===== config.mk =====
export PLATFORM = sky130hd
export DESIGN_NAME = glob_or_substring_matcher
export DESIGN_NICKNAME = d
export VERILOG_FILES = /design/src/design/gom_pkg.sv /design/src/design/gom_cell.sv /design/src/design/gom_out_buf.sv /design/src/design/glob_or_substring_matcher.sv
export SDC_FILE = /design/constraint.sdc
export NUM_CORES = 1
export LEC_CHECK = 0
export BUFFER_PORTS_ARGS = -buffer_cell sky130_fd_sc_hd__buf_4
export CORE_ASPECT_RATIO = 0.8
export CORE_UTILIZATION = 55
export DETAILED_ROUTE_END_ITERATION = 6
export GPL_ROUTABILITY_DRIVEN = 0
export PLACE_DENSITY = 0.79
export SLEW_MARGIN = 20
export SYNTH_ARGS = -nofsm -noshare
export SYNTH_HDL_FRONTEND = slang
export SYNTH_SLANG_ARGS = --single-unit

===== constraint.sdc =====
create_clock -name clk -period 5.5 [get_ports clk]
set_input_delay 0.55 -clock clk [delete_from_list [all_inputs] [get_ports clk]]
set_output_delay 0.55 -clock clk [all_outputs]
set_load 0.03 [all_outputs]

===== src/design/gom_pkg.sv =====
// Shared types and constants for the glob / substring matcher.
package gom_pkg;

  localparam int PATTERN_MAX_DEF = 16;
  localparam int CHAR_BITS_DEF   = 16;

  // Register file layout
  localparam int REG_WORDS      = 4;
  localparam int CHARS_PER_WORD = 4;
  localparam int PAT_CHAR_W     = 16;
  localparam int REG_CHARS      = REG_WORDS * CHARS_PER_WORD;
  localparam int CFG_ADDR_W     = 3;
  localparam int CFG_DATA_W     = 64;
  localparam int LEN_W          = 5;

  localparam logic [PAT_CHAR_W-1:0] SYM_STAR     = 16'h002A;
  localparam logic [PAT_CHAR_W-1:0] SYM_QUESTION = 16'h003F;

  typedef enum logic [CFG_ADDR_W-1:0] {
    REG_PATTERN_WORD_0 = 3'd0,
    REG_PATTERN_WORD_1 = 3'd1,
    REG_PATTERN_WORD_2 = 3'd2,
    REG_PATTERN_WORD_3 = 3'd3,
    REG_PATTERN_LENGTH = 3'd4,
    REG_SUBSTRING_MODE = 3'd5
  } gom_reg_t;

  // Per-transaction control fanned out to every cell
  typedef struct packed {
    logic sub;      // literal substring mode
    logic valid;    // transaction carries a character
    logic restart;  // end of text, return to start state
    logic enable;   // input transaction accepted
  } gom_cell_ctrl_t;

endpackage


===== src/design/gom_cell.sv =====
// One pattern position: holds the active bit for position i+1 and its transitions.
module gom_cell #(
  parameter int CHAR_BITS = gom_pkg::CHAR_BITS_DEF
) (
  input  logic                  clk,
  input  logic                  rst,
  input  gom_pkg::gom_cell_ctrl_t ctrl,
  input  logic                  in_use,
  input  logic [CHAR_BITS-1:0]  pch,
  input  logic [CHAR_BITS-1:0]  ch,
  input  logic                  ca_in,
  input  logic                  nxc_in,
  input  logic                  stay_in,
  output logic                  act,
  output logic                  ca_out,
  output logic                  nxc_out,
  output logic                  stay_out
);

  logic is_star;
  logic is_q;
  logic eq;
  logic star_g;
  logic adv;
  logic nx_bit;

  assign is_star = (pch == gom_pkg::SYM_STAR[CHAR_BITS-1:0]);
  assign is_q    = (pch == gom_pkg::SYM_QUESTION[CHAR_BITS-1:0]);
  assign eq      = (pch == ch);

  // star only acts in glob mode
  assign star_g = in_use & ~ctrl.sub & is_star;

  // closure of the current set, rippling forward
  assign ca_out = act | (ca_in & star_g);

  always_comb begin
    if (ctrl.sub) begin
      adv = in_use & ca_in & eq;
    end else begin
      adv = in_use & ca_in & ~is_star & (is_q | eq);
    end
  end

  // a star keeps its own position live; handed back to the previous cell
  assign stay_out = star_g & ca_in;

  assign nx_bit  = adv | stay_in;
  assign nxc_out = nx_bit | (nxc_in & star_g);

  always_ff @(posedge clk) begin
    if (rst) begin
      act <= 1'b0;
    end else if (ctrl.enable) begin
      if (ctrl.restart) begin
        act <= 1'b0;
      end else if (ctrl.valid) begin
        act <= nxc_out;
      end
    end
  end

endmodule


===== src/design/gom_out_buf.sv =====
// Result register with a skid stage so the input side keeps flowing.
module gom_out_buf (
  input  logic clk,
  input  logic rst,
  input  logic push,
  input  logic din,
  input  logic out_ready,
  output logic out_valid,
  output logic dout,
  output logic in_ready
);

  logic skid_valid;
  logic skid_data;

  assign in_ready = ~skid_valid;

  always_ff @(posedge clk) begin
    if (rst) begin
      out_valid  <= 1'b0;
      skid_valid <= 1'b0;
    end else if (~out_valid | out_ready) begin
      if (skid_valid) begin
        out_valid  <= 1'b1;
        skid_valid <= push;
      end else begin
        out_valid  <= push;
      end
    end else if (push) begin
      skid_valid <= 1'b1;
    end
  end

  always_ff @(posedge clk) begin
    if (~out_valid | out_ready) begin
      if (skid_valid) begin
        dout      <= skid_data;
        skid_data <= din;
      end else begin
        dout <= din;
      end
    end else if (push) begin
      skid_data <= din;
    end
  end

endmodule


===== src/design/glob_or_substring_matcher.sv =====
// Top level of the glob / substring matcher: config registers, cell chain, result buffer.
//
// Input stream s_axis carries one text character per transaction (tdata), tuser
// says whether the character is present, tlast ends the text. Only a transaction
// with tlast produces a result: one byte on m_axis, bit 0 set when the text
// matched the pattern held in the config registers.
// Config is written through cfg_we / cfg_addr / cfg_wdata, one register per cycle;
// the user must write it only while no text is in flight; the block does not enforce it.
// Throughput is one character per cycle while s_axis_tready is high. The result of a
// text is registered into the buffer driving m_axis when its tlast transaction is
// accepted. Cycle time is set by the star closure, which ripples through the row of
// cells twice per character. If the receiver stalls, one result waits on m_axis and
// a second in a skid register; s_axis_tready drops only while both are full. Until
// then every transaction keeps being accepted.
// Reset clears the pattern, length and mode to zero, returns the match state to
// the start position and empties the output buffer.
module glob_or_substring_matcher #(
  parameter int PATTERN_MAX = gom_pkg::PATTERN_MAX_DEF,
  parameter int CHAR_BITS   = gom_pkg::CHAR_BITS_DEF
) (
  input  logic                            clk,
  input  logic                            rst,
  input  logic                            s_axis_tvalid,
  output logic                            s_axis_tready,
  input  logic [15:0]                     s_axis_tdata,   // [15:0] ch
  input  logic                            s_axis_tuser,   // [0] char_valid
  input  logic                            s_axis_tlast,
  output logic                            m_axis_tvalid,
  input  logic                            m_axis_tready,
  output logic [7:0]                      m_axis_tdata,   // [0] matched
  input  logic                            cfg_we,
  input  logic [gom_pkg::CFG_ADDR_W-1:0]  cfg_addr,
  input  logic [gom_pkg::CFG_DATA_W-1:0]  cfg_wdata
);

  localparam int NW = $clog2(PATTERN_MAX + 1);

  logic [gom_pkg::CFG_DATA_W-1:0] pattern_word [gom_pkg::REG_WORDS];
  logic [gom_pkg::LEN_W-1:0]      pattern_length;
  logic                           substring_mode;

  logic                    act0;
  logic                    found;
  logic                    accept;
  logic [NW-1:0]           n_eff;
  logic [5:0]              len_ext;
  logic [PATTERN_MAX:0]    act;
  logic [PATTERN_MAX:0]    ca;
  logic [PATTERN_MAX:0]    nxc;
  logic [PATTERN_MAX:0]    stay;
  logic [PATTERN_MAX-1:0]  in_use;
  logic [CHAR_BITS-1:0]    ch;
  logic                    result;
  logic                    matched;
  gom_pkg::gom_cell_ctrl_t ctrl;

  // ---------------- config registers ----------------
  always_ff @(posedge clk) begin
    if (rst) begin
      for (int w = 0; w < gom_pkg::REG_WORDS; w++) begin
        pattern_word[w] <= '0;
      end
      pattern_length <= '0;
      substring_mode <= 1'b0;
    end else if (cfg_we) begin
      case (gom_pkg::gom_reg_t'(cfg_addr))
        gom_pkg::REG_PATTERN_WORD_0: pattern_word[0] <= cfg_wdata;
        gom_pkg::REG_PATTERN_WORD_1: pattern_word[1] <= cfg_wdata;
        gom_pkg::REG_PATTERN_WORD_2: pattern_word[2] <= cfg_wdata;
        gom_pkg::REG_PATTERN_WORD_3: pattern_word[3] <= cfg_wdata;
        gom_pkg::REG_PATTERN_LENGTH: pattern_length <= cfg_wdata[gom_pkg::LEN_W-1:0];
        gom_pkg::REG_SUBSTRING_MODE: substring_mode <= cfg_wdata[0];
        default: ;
      endcase
    end
  end

  // length saturates at the number of cells
  assign len_ext = {1'b0, pattern_length};
  assign n_eff   = (len_ext > 6'(PATTERN_MAX)) ? NW'(PATTERN_MAX) : NW'(len_ext);

  assign accept = s_axis_tvalid & s_axis_tready;
  assign ch     = s_axis_tdata[CHAR_BITS-1:0];

  assign ctrl.sub     = substring_mode;
  assign ctrl.valid   = s_axis_tuser;
  assign ctrl.restart = s_axis_tlast;
  assign ctrl.enable  = accept;

  // ---------------- position 0 ----------------
  assign act[0]            = act0;
  assign ca[0]             = act0 | substring_mode;
  assign nxc[0]            = substring_mode | stay[0];
  assign stay[PATTERN_MAX] = 1'b0;

  always_ff @(posedge clk) begin
    if (rst) begin
      act0  <= 1'b1;
      found <= 1'b0;
    end else if (accept) begin
      if (s_axis_tlast) begin
        act0  <= 1'b1;
        found <= 1'b0;
      end else if (s_axis_tuser) begin
        act0 <= nxc[0];
        if (substring_mode && ((n_eff == '0) || nxc[n_eff])) begin
          found <= 1'b1;
        end
      end
    end
  end

  // ---------------- row of cells ----------------
  for (genvar i = 0; i < PATTERN_MAX; i++) begin : g_cell
    logic [CHAR_BITS-1:0] pch;

    if (i < gom_pkg::REG_CHARS) begin : g_reg
      assign pch = pattern_word[i / gom_pkg::CHARS_PER_WORD]
                   [(i % gom_pkg::CHARS_PER_WORD) * gom_pkg::PAT_CHAR_W +: CHAR_BITS];
    end else begin : g_zero
      assign pch = '0;
    end

    assign in_use[i] = (NW'(i) < n_eff);

    gom_cell #(
      .CHAR_BITS (CHAR_BITS)
    ) u_cell (
      .clk      (clk),
      .rst      (rst),
      .ctrl     (ctrl),
      .in_use   (in_use[i]),
      .pch      (pch),
      .ch       (ch),
      .ca_in    (ca[i]),
      .nxc_in   (nxc[i]),
      .stay_in  (stay[i+1]),
      .act      (act[i+1]),
      .ca_out   (ca[i+1]),
      .nxc_out  (nxc[i+1]),
      .stay_out (stay[i])
    );
  end

  // ---------------- result ----------------
  always_comb begin
    if (substring_mode) begin
      result = found | (n_eff == '0) | (s_axis_tuser ? nxc[n_eff] : act[n_eff]);
    end else begin
      result = s_axis_tuser ? nxc[n_eff] : ca[n_eff];
    end
  end

  gom_out_buf u_out_buf (
    .clk       (clk),
    .rst       (rst),
    .push      (accept & s_axis_tlast),
    .din       (result),
    .out_ready (m_axis_tready),
    .out_valid (m_axis_tvalid),
    .dout      (matched),
    .in_ready  (s_axis_tready)
  );

  assign m_axis_tdata = {7'b0, matched};

endmodule


==> results of run 1 <==
## layout by cell type (no fill, tap or decap), types with 6 or more instances in the layout
cell type  netlist  routed
nand4_1         76      76
mux2i_1          7       7
edfxtp_1       258     258
nand3b_1         6       6
or2_2            8       8
and4b_1         14      14
or3_1           13      13
a211oi_1         6       6
a211o_1          6       6
o21ai_0         30      30
xnor2_1        208     208
conb_1           1       7
a22oi_1          8       8
clkinv_1         0       7
xor2_1          48      48
nand2b_1        12      12
buf_4           10     102
and3_1           9       9
a21o_1          14      12
nor2_1          88      87
nand2_1         71      71
nor4_2           8       8
nand3_1         28      28
and2_1         264     264
clkbuf_16        0      29
nor4_1          63      63
dfxtp_1         26      26
nor3_1          35      33
clkinv_2         0       8
a21oi_1         37      37
a31oi_1         14      14
o211ai_1        10      10
inv_1           16      16
## metrics by stage
stage          utilization [%]  area (sq um)  worst slack [ns]  std cells  power, mW
3_3_place_gp              59.8         17800              1.45       2010       3.19
5_1_grt                   63.0         18700             0.985       2065       5.27
2_1_floorplan                -         16900              2.17       1595       2.98
3_5_place_dp              59.9         17800              1.37       2011       3.21
6_report                  63.0         18700              1.04       2065       5.14
4_1_cts                   63.0         18700              1.36       2065       5.14
## power by group through the flow
stage          combinational, mW  sequential [mW]  clock [mW]
3_5_place_dp               0.552             2.66           0
5_1_grt                    0.597             2.63        2.05
4_1_cts                    0.555             2.61        1.97
3_3_place_gp               0.540             2.65           0
2_1_floorplan              0.363             2.62           0
6_report                   0.563             2.61        1.96
## area by class of cell
| class | count | area (sq um) | area share [%] |
|---|---|---|---|
| Clock inverter | 22 | 188 | 1.00 |
| Sequential cell | 284 | 8270 | 44.2 |
| Tap cell | 406 | 508 | 2.71 |
| Clock buffer | 32 | 737 | 3.94 |
| Inverter | 16 | 60.1 | 0.321 |
| Timing Repair Buffer | 103 | 793 | 4.24 |
| Multi-Input combinational cell | 1202 | 8160 | 43.6 |
## cell families after synthesis
logic type	count (synthesis)	share of synthesized area (%)
other cells	1	0.0223
flops	284	49.1
xor+xnor	256	13.3
mux	10	0.817
compound gates	200	8.48
simple gates	729	25.4
buf+inv	109	2.93
## routing by layer
metal | vias to the layer above | part of all wire, % | wire (um)
met4 | 0 | 4.1 | 2100
met3 | 155 | 13 | 6800
li1 | 5859 | - | -
met1 | 6366 | 41 | 21000
met5 | - | 0 | 0
met2 | 935 | 42 | 21200
## how the worst min path moves through the flow
stage,from,to,slack (ns)
global route,cfg_wdata[18],pattern_word[0][18],0.28
global placement,g_cell[15].u_cell.act,g_cell[15].u_cell.act,0.45
detailed placement,g_cell[15].u_cell.act,g_cell[15].u_cell.act,0.47
CTS,cfg_wdata[18],pattern_word[3][18],0.27
floorplan,g_cell[15].u_cell.act,g_cell[15].u_cell.act,0.43
finish,cfg_wdata[18],pattern_word[3][18],0.29
==> flow_summary_export.csv, run 1 <==
group,metric,value,unit
logic_synthesis,post_synth_main_area_contributors,"edfxtp_1, xnor2_1, and2_1",
global_routing,grt_util_met2,48.3,%
setup_path,cp_num_buf_inv,1,
setup_path,crit-reg2reg-capture,"u_out_buf.dout",
pwr,intPower,3.83,mW
drt,antenna_violating_nets_post_route,0,
cts,cts_inserted_buffers,29,
setup_path,path_class,"reg2reg",
setup_path,critical_path.slowest_cell,"dfxtp_1",
global_routing,grtUsageMet3,7.71,%
setup_path,worst_path_dominant_cell_family,"compound AO/OA/AOI/OAI gates",
drt,initialDrtViolationCount,1832,
logic_synthesis,synth_cells,1589,
logic_synthesis,syn-mean-instance-area,10.6,sq um
drt,sum_of_routed_wire_length_over_all_layers,51100,um
floorplanning,initial_utilization,56.7,%
floorplanning,io_pins,100,
drt,wl_per_cell,24.8,um
floorplanning,dieArea,31400,sq um
layout,flip_flop_count_of_the_largest_register_after_layout,256,
logic_synthesis,synth_largest_type_area_fraction,46.0,%
pwr,power.ir.vdd_worst,275,uV
setup_path,path_depth,13,
global_routing,via_count_of_the_first_global_routing_pass,12687,
pwr,power_per_cell_area,275,nW/um^2
logic_synthesis,synth_enable_flop_cells,258,
timing,slew_violations,0,
timing,setup_repair_after_global_routing_missed_its_margin,"false",
logic_synthesis,synth-async-reset-ratio,0,%
hold_path,holdCritPathClass,"in2reg",
logic_synthesis,ys_types,88,
pwr,clkPwrFrac,38.2,%
cts,number_of_buffers_inserted_to_repair_setup_after_cts,0,
layout,largest-register,"pattern_word",
cts,cts_sinks,284,
layout,finish.net_count,1726,
setup_path,start_kind,"register",
timing,finalHoldWorstSlack,0.291,ns
setup_path,maximum_fanout_along_the_worst_path,16,
pwr,netSwitchingPower,1.31,mW
pwr,share_seq_of_total_power,50.9,%
global_routing,grt_start_max_net_pins,65,
global_routing,busiest_layer,"met2",
flow_run,cap_violations,0,
pwr,net_sw_share,25.5,%
cts,tritoncts_clock_tree,"built",
drt,first_pass_iters,6,
timing,final-setup-viol-count,0,
logic_synthesis,synth_flop_cell,"edfxtp_1",
global_routing,antenna_found_initial,0,
global_routing,globalRouteOverflowTotal,0,
timing,finalWorstPathRequiredPeriod,4.46,ns
layout,area_growth,11.0,%
layout,layout_top_registers,"pattern_word (256), g_cell.u_cell.act (16), pattern_length (5)",
pwr,static-leakage-power,6.36,nW
cts,insertion_delay,0.57,ns
setup_path,cp_slowest_stage_delay,0.98,ns
floorplanning,die_height,159,um
layout,drive_gt1_share,12.5,%
setup_path,cp.required,5.80,ns
setup_path,cp.arrival,4.76,ns
logic_synthesis,synth_largest_area_cell,"edfxtp_1",
floorplanning,core_area,29700,sq um
cts,clock_path_buffers,3,
logic_synthesis,syn-cell-area,16900,sq um
timing,fin_crit_sh,81.1,%
cts,cts_hold_buf,0,
global_routing,globalRouteTotalUtil,32.9,%
global_routing,grt_first_pass_wirelength,76200,um
timing,max_slew.worst_pin.slew,1.06,ns
floorplanning,fp-row-count,56,
timing,timing.max_slew.rel_slack,29.6,%
hold_path,worst_hold_stages,2,
cts,post_cts.resized_instances,0,
logic_synthesis,share_of_the_yosys_chip_area_belonging_to_registers,49.1,%
pwr,combPwrFrac,11.0,%
setup_path,cp-startpoint,"substring_mode",
logic_synthesis,ys.warnings.count,0,
drt,dr_drc_count,0,
status,run_status,"finished, final reports clean",
place,io_buffers,92,
cts,cts_root_buf,"clkbuf_16",
timing,fmax,0.224,GHz
global_routing,grt_use_met1,47.1,%
timing,setup_tns,0,ns
cts,clk_pin_slew,0.06,ns
layout,total_inserted_antenna_cells,0,
floorplanning,die_x,198,um
setup_path,timing.critical_path.to_type,"register",
timing,final_hold_viol_count,0,
timing,clock_skews,0.0158,ns
setup_path,critical_path.endpoint,"u_out_buf.dout",
setup_path,crit-reg2reg-launch,"substring_mode",
place,dp_hpwl,35100,um
setup_path,path_cells,"buf_4 -> and4b_1 -> and4_1 -> a31o_2 -> nand2_2 -> nor4_1 -> o31ai_1 -> o2111ai_1 -> a311oi_1 -> o211ai_1 -> o2111ai_1 -> o311a_2 -> o31ai_1",
setup_path,r2r_slack,1.04,ns
setup_path,worstRegToRegCells,13,
drt,routed-via-count,13315,
drt,vias_per_cell,6.45,
logic_synthesis,synth_most_common_cell,"and2_1",
logic_synthesis,synth-seq-cells,284,
cts,cts_max_level,1,
layout,fill_cells,2433,
logic_synthesis,synth.cells.most_frequent,"and2_1, edfxtp_1, xnor2_1",
Note: power is estimated with default switching activity, not from simulation.
==> run 2: changes to the inputs <==
Clock period 5.5 ns to 4.2 ns, I/O delays scaled along.
==> run 2 against run 1 <==
- the flow now finishes with violations (design-rule violations)
- flip-flop and latch count unchanged
- cell count increased by 1.1%
- die area unchanged
- clock skew about the same
- clock power increased by 34%
- global-route usage increased by 0.15 points
- non-clock buffer count increased by 26
- core utilization increased by 0.72 points
- sequential share of layout area decreased by 0.50 points
- via count increased by 0.80%
==> flow_summary_export.csv, run 2 (synthesized netlist as in run 1, its figures left out) <==
group,metric,value,unit
status,run_status,"complete, but fails checks",
status,failed_checks,"design-rule violations",
pwr,netSwitchingPower,1.69,mW
setup_path,cp_slowest_stage_delay,0.65,ns
setup_path,start_kind,"register",
global_routing,globalRouteOverflowTotal,0,
setup_path,cp.arrival,4.51,ns
floorplanning,fp-row-count,56,
cts,cts_root_buf,"clkbuf_16",
place,dp_hpwl,36000,um
setup_path,path_cells,"or4_4 -> nor2_2 -> a2111oi_0 -> a21oi_1 -> buf_4 -> o32ai_1 -> a311oi_1 -> nand2_1 -> a211o_1 -> o211ai_1 -> nand2_1 -> a222oi_1 -> o31ai_1",
cts,cts_hold_buf,0,
pwr,share_seq_of_total_power,50.3,%
pwr,intPower,5.10,mW
setup_path,cp_num_buf_inv,1,
timing,timing.max_slew.rel_slack,33.7,%
setup_path,cp.required,4.64,ns
layout,largest-register,"pattern_word",
timing,finalWorstSetupSlack,0.135,ns
setup_path,path_class,"reg2reg",
setup_path,critical_path.slowest_cell,"or4_4",
timing,final-setup-viol-count,0,
place,postPlaceCellArea,17900,sq um
layout,flip_flop_count_of_the_largest_register_after_layout,256,
setup_path,worst_path_dominant_cell_family,"compound AO/OA/AOI/OAI gates",
pwr,static-leakage-power,6.50,nW
flow_run,cap_violations,0,
layout,layout.cells.most_common,"and2_1",
layout,finish.utilization,63.7,%
setup_path,timing.critical_path.to_type,"register",
setup_path,maximum_fanout_along_the_worst_path,13,
global_routing,via_count_of_the_first_global_routing_pass,12806,
cts,cts_sinks,284,
pwr,power_per_cell_area,359,nW/um^2
floorplanning,die_x,198,um
floorplanning,initial_utilization,56.7,%
floorplanning,dieArea,31400,sq um
global_routing,antenna_found_initial,0,
cts,cts_max_level,1,
global_routing,globalRouteTotalUtil,33.0,%
layout,layout_top_registers,"pattern_word (256), g_cell.u_cell.act (16), pattern_length (5)",
cts,tritoncts_clock_tree,"built",
cts,insertion_delay,0.58,ns
global_routing,grt_first_pass_wirelength,76400,um
timing,clock_skews,0.0153,ns
timing,slew_violations,0,
timing,fmax,0.246,GHz
layout,drive_gt1_share,13.7,%
drt,dr_drc_count,32,
timing,max_slew.worst_pin.slew,0.994,ns
cts,cts_inserted_buffers,28,
drt,antenna_violating_nets_post_route,0,
drt,first_pass_iters,7,
drt,initialDrtViolationCount,1845,
layout,finish.instance_area,18900,sq um
pwr,combPwrFrac,11.1,%
layout,finish.net_count,1751,
floorplanning,core_area,29700,sq um
drt,wl_per_cell,24.4,um
setup_path,cp_common_cell,"nand2_1",
pwr,net_sw_share,24.9,%
pwr,clkPwrFrac,38.6,%
layout,area_growth,12.3,%
cts,clk_pin_slew,0.07,ns
floorplanning,die_height,159,um
global_routing,grt_start_max_net_pins,65,
hold_path,holdCritPathClass,"in2reg",
timing,setup_repair_after_global_routing_missed_its_margin,"false",
floorplanning,io_pins,100,
drt,routed-via-count,13422,
pwr,power.ir.vdd_worst,395,uV
place,io_buffers,92,
timing,setup_tns,0,ns
timing,final_hold_viol_count,0,
timing,fin_crit_sh,96.8,%
timing,finalWorstPathRequiredPeriod,4.07,ns
cts,clock_path_buffers,3,
layout,mostFrequentLayoutCells,"and2_1, edfxtp_1, xnor2_1",
place,detailedPlace.worstSlack,0.277,ns
drt,vias_per_cell,6.43,
drt,sum_of_routed_wire_length_over_all_layers,51000,um
-- run 2: cell types whose count changed in the layout (fill, tap and decap cells not counted), sizes merged --
cell,delta
buf,+26
bufinv,+2
diode,+1
inv,-1
clkinv,-3
clkinvlp,-2
-- run 2: cell type report --
class / count / area [sq um]
clock inverters: 18 / 220
diodes: 1 / 2.50
multi-input cells: 1202 / 8160
flip-flops and latches: 284 / 8270
well taps: 406 / 508
inverters: 16 / 60.1
fillers: 2357 / 10800
repair buffers: 129 / 988
clock buffers: 32 / 716
-- run 2: timing repair --
action	in CTS	in global routing
setup buffers	0	1
endpoints found under the setup margin	0	2
resized for setup	0	0
-- run 2: final timing paths --
check / from / endpoint / slack, ns / depth (start not counted)
max: pattern_length[4] / g_cell[11].u_cell.act / 0.13 / 13
min: cfg_wdata[4] / pattern_length[4] / 0.15 / 3
max reg2reg: pattern_length[4] / g_cell[11].u_cell.act / 0.13 / 13
min reg2reg: g_cell[15].u_cell.act / g_cell[15].u_cell.act / 0.45 / 2
-- run 2: stage by stage --
| step | instances | hold WS [ns] | total power, mW |
|---|---|---|---|
| after floorplan | 1595 | 0.432 | 3.90 |
| after global placement | 2035 | 0.448 | 4.18 |
| after detailed placement | 2035 | 0.443 | 4.21 |
| after CTS | 2085 | 0.138 | 6.79 |
| after global routing | 2087 | 0.144 | 6.98 |
| final | 2088 | 0.146 | 6.79 |
-- run 2: routing by layer --
layer  GRT usage [%]  up-vias  share of wire [%]
li1                -     5908                  -
met1            47.2     6405                 40
met2            48.0      920                 41
met3            7.86      189                 14
met4            14.0        0                4.8
met5               0        -                  0
-- run 2: worst min-delay path: cells and delay by family --
kind / cells / cell delay [ns]
mux: 1 / 0.07
simple gates: 1 / 0.07
buf+inv: 1 / 0.13
-- run 2: power by group through the flow --
stage	Sequential [mW]	Clock, mW	Combinational (mW)
after CTS	3.41	2.63	0.740
after detailed placement	3.47	0	0.735
after global placement	3.46	0	0.722
after floorplan	3.43	0	0.475
final	3.41	2.62	0.754
after global routing	3.43	2.74	0.800
